`config.mk`:
```
export PLATFORM = sky130hd
export DESIGN_NAME = mp2d_ctrl
export DESIGN_NICKNAME = d
export VERILOG_FILES = /design/src/mp2d_pkg.sv /design/src/mp2d_ctrl.sv
export SDC_FILE = /design/constraint.sdc
export NUM_CORES = 1
export LEC_CHECK = 0
export ABC_CLOCK_PERIOD_IN_PS = 8000
export BUFFER_PORTS_ARGS = -buffer_cell sky130_fd_sc_hd__buf_2
export CELL_PAD_IN_SITES_DETAIL_PLACEMENT = 1
export CELL_PAD_IN_SITES_GLOBAL_PLACEMENT = 2
export CORE_UTILIZATION = 44
export CTS_BUF_LIST = sky130_fd_sc_hd__clkbuf_4
export DETAILED_ROUTE_END_ITERATION = 6
export PLACE_DENSITY = 0.95
export SLEW_MARGIN = 5
export SYNTH_ARGS = -nofsm -noshare
export SYNTH_HDL_FRONTEND = slang
export SYNTH_SLANG_ARGS = --single-unit
```
`constraint.sdc`:
```
create_clock -name clk -period 8 [get_ports clk]
set_clock_uncertainty 0.2 [all_clocks]
set_input_delay 0.8 -clock clk [delete_from_list [all_inputs] [get_ports clk]]
set_output_delay 0.8 -clock clk [all_outputs]
set_load 0.05 [all_outputs]
```
`src/mp2d_pkg.sv`:
```
// Shared types and constants of the streaming 2-D max pooling block.
// Used by mp2d_ctrl and max_pool_2d_stream_top; depends on nothing.
package mp2d_pkg;

	// Configuration port.
	localparam int CFG_IDX_W  = 2;
	localparam int CFG_DATA_W = 11;
	localparam int POOL_REG_W = 4;

	localparam logic [CFG_IDX_W-1:0] REG_INPUT_ROWS = 2'd0;
	localparam logic [CFG_IDX_W-1:0] REG_INPUT_COLS = 2'd1;
	localparam logic [CFG_IDX_W-1:0] REG_POOL_ROWS  = 2'd2;
	localparam logic [CFG_IDX_W-1:0] REG_POOL_COLS  = 2'd3;

	// Row count bound of the feature map.
	localparam int ROW_MAX = 1024;
	localparam int ROW_W   = 11;
	localparam int ROWS_RST = 64;
	localparam int COLS_RST = 64;
	localparam int POOL_RST = 2;

	// Where the current sample sits relative to its pooling window.
	typedef struct packed {
		logic in_win;      // sample belongs to a complete window
		logic first_col;   // first column of a window row
		logic last_col;    // last column of a window row
		logic use_partial; // window rows above this one hold a partial maximum
		logic last_row;    // bottom row of the window
		logic frame_last;  // bottom-right sample of the frame's last window
	} pos_flags_t;

endpackage

```
`src/mp2d_ctrl.sv`:
```
// Configuration registers and raster position tracking of the max pooling block.
// Depends on mp2d_pkg for the register map and the position flag struct.
module mp2d_ctrl #(
	parameter int MAX_COLS = 1024,
	parameter int MAX_POOL = 8,
	parameter int AW       = 10
) (
	input  logic                                clk,
	input  logic                                arst_n,
	input  logic                                cfg_we,
	input  logic [mp2d_pkg::CFG_IDX_W-1:0]      cfg_index,
	input  logic [mp2d_pkg::CFG_DATA_W-1:0]     cfg_data,
	input  logic                                step,
	output mp2d_pkg::pos_flags_t                flags,
	output logic [AW-1:0]                       col_out
);

	localparam int CW   = $clog2(MAX_COLS + 1);
	localparam int PW   = $clog2(MAX_POOL + 1);
	localparam int WW   = $clog2(MAX_POOL);
	localparam int RW   = mp2d_pkg::ROW_W;
	localparam int CSW  = CW + PW + 1;
	localparam int RSW  = RW + PW + 1;
	localparam int COLS_RST_C = (mp2d_pkg::COLS_RST > MAX_COLS) ? MAX_COLS : mp2d_pkg::COLS_RST;

	logic [RW-1:0] rows_q;
	logic [CW-1:0] cols_q;
	logic [PW-1:0] pr_q;
	logic [PW-1:0] pc_q;

	logic [CW-1:0] col_pos_q;
	logic [CW-1:0] col_base_q;
	logic [RW-1:0] row_pos_q;
	logic [RW-1:0] row_base_q;
	logic [WW-1:0] win_col_q;
	logic [WW-1:0] win_row_q;
	logic [AW-1:0] oc_q;

	logic [RW-1:0] rows_wr;
	logic [CW-1:0] cols_wr;
	logic [PW-1:0] pool_wr;

	logic [CSW-1:0] col_nxt;
	logic [CSW-1:0] col_end;
	logic [CSW-1:0] col_end2;
	logic [RSW-1:0] row_nxt;
	logic [RSW-1:0] row_end;
	logic [RSW-1:0] row_end2;
	logic           col_last;
	logic           row_last;
	logic           wc_last;
	logic           wr_last;

	// Register values clamp on write: zero reads as one, too large as the bound; pool sizes see data[3:0] only.
	always_comb begin
		if (cfg_data == '0) begin
			rows_wr = RW'(1);
		end else if (32'(cfg_data) > 32'(mp2d_pkg::ROW_MAX)) begin
			rows_wr = RW'(mp2d_pkg::ROW_MAX);
		end else begin
			rows_wr = RW'(cfg_data);
		end

		if (cfg_data == '0) begin
			cols_wr = CW'(1);
		end else if (32'(cfg_data) > 32'(MAX_COLS)) begin
			cols_wr = CW'(MAX_COLS);
		end else begin
			cols_wr = CW'(cfg_data);
		end

		if (cfg_data[mp2d_pkg::POOL_REG_W-1:0] == '0) begin
			pool_wr = PW'(1);
		end else if (32'(cfg_data[mp2d_pkg::POOL_REG_W-1:0]) > 32'(MAX_POOL)) begin
			pool_wr = PW'(MAX_POOL);
		end else begin
			pool_wr = PW'(cfg_data[mp2d_pkg::POOL_REG_W-1:0]);
		end
	end

	always_ff @(posedge clk or negedge arst_n) begin
		if (!arst_n) begin
			rows_q <= RW'(mp2d_pkg::ROWS_RST);
			cols_q <= CW'(COLS_RST_C);
			pr_q   <= PW'(mp2d_pkg::POOL_RST);
			pc_q   <= PW'(mp2d_pkg::POOL_RST);
		end else if (cfg_we) begin
			case (cfg_index)
				mp2d_pkg::REG_INPUT_ROWS: rows_q <= rows_wr;
				mp2d_pkg::REG_INPUT_COLS: cols_q <= cols_wr;
				mp2d_pkg::REG_POOL_ROWS:  pr_q   <= pool_wr;
				mp2d_pkg::REG_POOL_COLS:  pc_q   <= pool_wr;
				default: ;
			endcase
		end
	end

	// A window is complete when its start plus the pool size stays inside the map.
	// It is the frame's last window when one more window would not fit.
	assign col_nxt  = CSW'(col_pos_q) + CSW'(1);
	assign col_end  = CSW'(col_base_q) + CSW'(pc_q);
	assign col_end2 = col_end + CSW'(pc_q);
	assign row_nxt  = RSW'(row_pos_q) + RSW'(1);
	assign row_end  = RSW'(row_base_q) + RSW'(pr_q);
	assign row_end2 = row_end + RSW'(pr_q);

	assign col_last = col_nxt >= CSW'(cols_q);
	assign row_last = row_nxt >= RSW'(rows_q);
	assign wc_last  = PW'(win_col_q) == (pc_q - PW'(1));
	assign wr_last  = PW'(win_row_q) == (pr_q - PW'(1));

	always_comb begin
		flags.in_win      = (col_end <= CSW'(cols_q)) && (row_end <= RSW'(rows_q));
		flags.first_col   = win_col_q == '0;
		flags.last_col    = wc_last;
		flags.use_partial = win_row_q != '0;
		flags.last_row    = wr_last;
		flags.frame_last  = flags.in_win && wc_last && wr_last &&
			(col_end2 > CSW'(cols_q)) && (row_end2 > RSW'(rows_q));
	end

	assign col_out = oc_q;

	always_ff @(posedge clk or negedge arst_n) begin
		if (!arst_n) begin
			col_pos_q  <= '0;
			col_base_q <= '0;
			row_pos_q  <= '0;
			row_base_q <= '0;
			win_col_q  <= '0;
			win_row_q  <= '0;
			oc_q       <= '0;
		end else if (cfg_we) begin
			col_pos_q  <= '0;
			col_base_q <= '0;
			row_pos_q  <= '0;
			row_base_q <= '0;
			win_col_q  <= '0;
			win_row_q  <= '0;
			oc_q       <= '0;
		end else if (step) begin
			if (col_last) begin
				col_pos_q  <= '0;
				col_base_q <= '0;
				win_col_q  <= '0;
				oc_q       <= '0;
				if (row_last) begin
					row_pos_q  <= '0;
					row_base_q <= '0;
					win_row_q  <= '0;
				end else begin
					row_pos_q <= RW'(row_nxt);
					if (wr_last) begin
						win_row_q  <= '0;
						row_base_q <= RW'(row_nxt);
					end else begin
						win_row_q <= win_row_q + WW'(1);
					end
				end
			end else begin
				col_pos_q <= CW'(col_nxt);
				if (wc_last) begin
					win_col_q  <= '0;
					col_base_q <= CW'(col_nxt);
					oc_q       <= oc_q + AW'(1);
				end else begin
					win_col_q <= win_col_q + WW'(1);
				end
			end
		end
	end

endmodule

```
==> results of run 1 <==
==> cell families after synthesis <==
logic type	share of synthesized area [%]
compound gates	17.20
mux	1.276
fa+ha+maj	17.27
xor+xnor	8.651
simple gates	18.42
flops	31.98
buf+inv	5.212
==> where the power goes <==
group	internal, mW	switching, mW
Sequential	0.504	0.0619
Combinational	0.254	0.398
Clock	0.100	0.177
==> how the worst max path moves through the flow <==
stage               end                 from  slack [ns]  depth (start not counted)
2_1_floorplan  flags[0]  pr_q[1]$_DFFE_PN1P_        2.73                         18
3_3_place_gp   flags[0]  pr_q[0]$_DFFE_PN0P_        2.85                         19
3_5_place_dp   flags[0]  pr_q[1]$_DFFE_PN1P_        2.68                         19
4_1_cts        flags[0]  pr_q[1]$_DFFE_PN1P_        2.11                         19
5_1_grt        flags[0]  pr_q[0]$_DFFE_PN0P_        1.78                         19
6_report       flags[0]  pr_q[1]$_DFFE_PN1P_        2.15                         19
==> critical path, cell delays in order, from the launching register on <==
cell and delay (ns):
dfstp_2 0.60, ha_1 0.25, a211o_1 0.30, o211ai_1 0.15, a21boi_0 0.34, ha_1 0.22
o21ai_0 0.09, nor2_1 0.13, nor2_1 0.10, nor4b_4 0.26, nand3_1 0.15, xor2_1 0.17
ha_1 0.33, a21oi_1 0.09, o21ai_0 0.14, a31oi_1 0.06, a211o_1 0.27, o311a_1 0.12
nor4b_2 0.28, buf_2 0.31
==> registers in the layout, summed over array words and instances (netlist names) <==
signal,count
pc_q,4
pr_q,4
col_out,10
cols_q,11
row_base_q,11
col_pos_q,11
win_row_q,3
col_base_q,11
rows_q,11
win_col_q,3
row_pos_q,11
==> layer usage <==
layer  share of wire, %  wire length [µm]  global-route usage [%]  up-vias
li1                   -                 -                       -     2830
met1                 48              9242                   33.00     2888
met3                2.5               472                   2.827       23
met5                  0                 0                       0        -
met2                 48              9114                   42.10       74
met4                1.8               338                   7.474        0
==> layout make-up <==
cell class / count / area (µm²)
repair buffers: 38 / 207.7
fillers: 1843 / 7861
inverters: 69 / 259.0
clock inverters: 6 / 65.06
diodes: 2 / 5.005
flip-flops and latches: 90 / 2257
well taps: 211 / 264.0
clock buffers: 10 / 75.07
multi-input cells: 608 / 4433
==> synthesized netlist by cell type, drive strengths merged (4+ instances only) <==
cell type	count	share of area, %
buf	10	0.82
o211ai	8	0.99
o31ai	12	1.3
nand3	27	2.1
nand4	14	1.2
xor2	25	3.4
xnor2	40	5.2
mux2	8	1.3
nand2b	23	2.0
dfstp	4	1.5
nor2	43	2.3
o2bb2ai	7	0.87
or3	4	0.35
and4	5	0.62
a21oi	27	2.1
a22o	6	0.74
nor4	7	0.83
clkbuf	11	0.73
nor3	9	0.71
ha	91	16
o21ai	82	5.8
a32o	4	0.57
inv	69	3.7
nand2	86	4.6
a31oi	5	0.44
nor2b	16	1.4
and3	7	0.64
a211oi	4	0.43
o21a	8	0.85
dfrtp	86	30
a21o	4	0.43
fa	4	1.1
==> stage by stage <==
step	cells	utilization (%)	worst slack, ns	power [mW]
3_3_place_gp	1016	48.10	2.853	1.181
2_1_floorplan	788	-	2.731	1.030
4_1_cts	1032	49.01	2.107	1.507
5_1_grt	1034	49.04	1.778	1.605
6_report	1034	49.04	2.150	1.495
3_5_place_dp	1016	48.10	2.679	1.227
==> flow_summary.ini, run 1 <==
[run_status]
status = finished clean

[drt]
antenna_left = 0
drc = 0
routed_wl_um = 19170
via_per_inst = 5.624
dr.pass1.iters = 5
wire_per_inst_um = 18.54
drtIter0Drc = 261
vias = 5815

[power]
leakage_nw = 3.530
peakVddDrop_uv = 128.8
power_density_nw_per_um2 = 197.6

[grt]
grt_pass1_wl_um = 31570
grt_usage_pct = 24.74
grt_max_degree = 49
grt_overflow = 0
grt_pass1_vias = 6165
antenna_found_initial = 2

[clock_network]
postCtsSetupRepairBufs = 0
clockBufferDepth = 2
cts_max_level = 3
clockRootBuffer = clkbuf_4
hold_buffers = 0
cts_sinks = 90
clk_latency_ns = 0.47
cts_tree = yes
cts_inserted_buffers = 9
path_clk_slew_ns = 0.16
cts_resized = 0

[logic_synthesis]
syn_area_per_cell_um2 = 8.957
synth_seq_area_share_pct = 31.98
synth_cell_types = 68
ys_async_sr_fraction_pct = 100.0
syn_inst = 788
synthFlopType = dfrtp_1
synth_seq_cells = 90
synth_area_um2 = 7058
syn_nets = 900
ys_warn_count = 0
synth_edf_count = 0

[critical_path]
rr_endpoint = row_base_q[8]$_DFFE_PN0P_
critical_path_required_ns = 7.00
crit_type = flip-flop to output port
cp-start-kind = flip-flop
reg2reg_depth = 11
reg2reg_slack_ns = 3.81
reg2reg_from = col_pos_q[0]$_DFFE_PN0P_
cp_max_fo = 5
end_kind = output port
worstPathArrival_ns = 4.85

[timing]
fin_crit_ns = 5.850
rsz0062_at_grt = false
worst_slew_pin_slew_ns = 1.010
setup_violations = 0
relSlewSlack_pct = 32.19
post-route-period-util_pct = 73.13
setup-tns-final_ns = 0
maxClockFrequency_ghz = 0.1709
finalHoldViolCount = 0
hold_slack_ns = 0.09556
final_max_slew_viol_count = 0

[final_layout]
syn_to_final_growth_pct = 7.197
layout-drive-gt1-share_pct = 10.60
layout_common_cells = ha_1, nand2_1, dfrtp_1
final_common_cell = ha_1
nets = 928
design_area_um2 = 7566

[place]
dpl_cell_area_um2 = 7421
io_buffers = 32
globalplace.congestion = 0.8962
dp_hpwl_um = 15440

[run]
max_cap_violations = 0

[die]
die_area_um2 = 16550
die_w_um = 128.7
row_count = 45
coreArea_um2 = 15430
fp.dieH_um = 128.7
pin_count = 33
start_util_pct = 45.75

[min_path]
hold_path.class = input pin to asynchronous set/reset pin
No activity file was read; power rests on OpenSTA's default activity.
==> run 2, diff against run 1 <==
--- a/config.mk
+++ b/config.mk
@@ -5,14 +5,14 @@
 export SDC_FILE = /design/constraint.sdc
 export NUM_CORES = 1
 export LEC_CHECK = 0
-export ABC_CLOCK_PERIOD_IN_PS = 8000
+export ABC_CLOCK_PERIOD_IN_PS = 5650
 export BUFFER_PORTS_ARGS = -buffer_cell sky130_fd_sc_hd__buf_2
 export CELL_PAD_IN_SITES_DETAIL_PLACEMENT = 1
 export CELL_PAD_IN_SITES_GLOBAL_PLACEMENT = 2
-export CORE_UTILIZATION = 44
+export CORE_UTILIZATION = 41
 export CTS_BUF_LIST = sky130_fd_sc_hd__clkbuf_4
 export DETAILED_ROUTE_END_ITERATION = 6
-export PLACE_DENSITY = 0.95
+export PLACE_DENSITY = 0.94
 export SLEW_MARGIN = 5
 export SYNTH_ARGS = -nofsm -noshare
 export SYNTH_HDL_FRONTEND = slang
==> constraint.sdc (replaced) <==
create_clock -name clk -period 5.65 [get_ports clk]
set_clock_uncertainty 0.2 [all_clocks]
set_input_delay 0.565 -clock clk [delete_from_list [all_inputs] [get_ports clk]]
set_output_delay 0.565 -clock clk [all_outputs]
set_load 0.05 [all_outputs]
==> flow_summary.ini, run 2 (synthesis gave the netlist of run 1 again) <==
[run_status]
status = finished clean

[place]
place_ws_ns = 0.6641
globalplace.congestion = 0.9297
dp_hpwl_um = 14240
io_buffers = 32
dpl_cell_area_um2 = 7435

[final_layout]
layout_common_cells = ha_1, nand2_1, dfrtp_1
final-seq-area_um2 = 2260
final_common_cell = ha_1
layout-drive-gt1-share_pct = 12.44
syn_to_final_growth_pct = 8.704
antenna_cells = 0
utilization_pct = 45.94
multi_input_area_um2 = 4471
fill_cells = 1992
nets = 935
design_area_um2 = 7672

[clock_network]
cts_tree = yes
cts_inserted_buffers = 9
cts_sinks = 90
clockBufferDepth = 2
cts_max_level = 3
clockRootBuffer = clkbuf_4
path_clk_slew_ns = 0.16
clk_latency_ns = 0.47

[power]
swShare_pct = 42.00
leakage_nw = 3.563
p_switching_uw = 879.9
clock_power_share_pct = 18.4
power_density_nw_per_um2 = 273.1
seqPwrFrac_pct = 38.1
p_int_mw = 1.215
peakVddDrop_uv = 147.0
combPwrFrac_pct = 43.5

[critical_path]
crit_end = flags[0]
cp_max_fo = 5
worstPathArrival_ns = 4.60
rr_endpoint = row_base_q[9]$_DFFE_PN0P_
reg2reg_depth = 11
critical_path_required_ns = 4.89
reg2reg_slack_ns = 1.43
cp-start-kind = flip-flop
crit_type = flip-flop to output port
end_kind = output port
reg2reg_from = col_pos_q[0]$_DFFE_PN0P_
critPathLaunch = pr_q[1]$_DFFE_PN1P_

[drt]
vias = 5751
drc = 0
wire_per_inst_um = 17.04
via_per_inst = 5.488
drtIter0Drc = 251
antenna_left = 0
routed_wl_um = 17850
dr.pass1.iters = 5

[grt]
grt_max_degree = 51
grt_overflow = 0
grt_usage_pct = 21.61
antenna_found_initial = 0
grt_pass1_wl_um = 30350
grt_pass1_vias = 5881

[die]
start_util_pct = 42.26
coreArea_um2 = 16700
fp.dieH_um = 133.2
pin_count = 33
row_count = 47
die_w_um = 133.2
die_area_um2 = 17740

[timing]
setup-tns-final_ns = 0
final_max_slew_viol_count = 0
post-route-period-util_pct = 94.98
worst_slack_ns = 0.2836
finalHoldViolCount = 0
fin_crit_ns = 5.366
setup_violations = 0
relSlewSlack_pct = 28.32
maxClockFrequency_ghz = 0.1863
worst_slew_pin_slew_ns = 1.074

[run]
max_cap_violations = 0

[min_path]
hold_path.class = input pin to flip-flop
-- run 2: cell types whose count changed in the layout (fill, tap and decap cells not counted), sizes merged --
cell,change
dlygate4sd3,+1
clkinvlp,+1
diode,-2
buf,+6
clkbuf,-1
-- run 2: how the worst min path moves through the flow --
stage	start	cells after the start	to	slack (ns)
after global placement	rows_q[3]$_DFFE_PN0P_	2	rows_q[3]$_DFFE_PN0P_	0.26
after detailed placement	rows_q[3]$_DFFE_PN0P_	2	rows_q[3]$_DFFE_PN0P_	0.28
final	cfg_data[6]	3	rows_q[6]$_DFFE_PN1P_	0.18
after floorplan	arst_n	0	col_base_q[0]$_DFFE_PN0P_	0.07
after global routing	cfg_data[6]	3	rows_q[6]$_DFFE_PN1P_	0.19
after CTS	cfg_data[6]	3	rows_q[6]$_DFFE_PN1P_	0.16
-- run 2: cell type report --
| class | count | share of cell area (%) |
|---|---|---|
| sequential | 90 | 29.45 |
| clock buffer | 9 | 0.8806 |
| inverter | 69 | 3.376 |
| multi-input combinational | 608 | 58.27 |
| timing repair buffer | 45 | 3.457 |
| clock inverter | 7 | 0.9785 |
| tap | 220 | 3.588 |
-- run 2: power by group through the flow --
stage               logic [mW]  registers [mW]  clock network [mW]
floorplan                0.655           0.804                   0
global placement         0.877           0.808                   0
CTS                      0.910           0.800               0.400
global route              1.04           0.811               0.424
finish                   0.911           0.799               0.386
detailed placement       0.904           0.812                   0
-- run 2: per-layer routing --
metal	share of wire, %	wire length, µm	global-route usage (%)
met5	0	0	0
met4	1.1	199	4.609
met3	3.1	547	3.006
met2	44	7891	33.83
met1	52	9214	31.64
-- run 2: critical path, stage by stage, from the launching register on --
cell      delay [ns]
dfstp_2         0.60
ha_1            0.25
a211o_1         0.29
o211ai_1        0.13
a21boi_2        0.24
ha_1            0.20
o21ai_1         0.07
nor2_1          0.18
nor2_2          0.08
nor4b_4         0.32
nand3_2         0.14
xor2_1          0.17
ha_1            0.34
a21oi_1         0.07
o21ai_1         0.11
a31oi_1         0.06
a211o_1         0.27
o311a_1         0.11
nor4b_2         0.25
buf_4           0.25
-- run 2: metrics by stage --
stage,hold WS (ns),total power [mW],cells
2_1_floorplan,0.06941,1.459,788
3_3_place_gp,0.2617,1.685,1025
3_5_place_dp,0.2765,1.716,1025
4_1_cts,0.1551,2.110,1042
5_1_grt,0.1918,2.278,1048
6_report,0.1838,2.095,1048
-- run 2: timing repair --
action,4_1_cts,5_1_grt
endpoints found under the hold margin,40,0
resized for setup,0,16
setup buffers,0,6
hold buffers,1,0
endpoints found under the setup margin,0,1
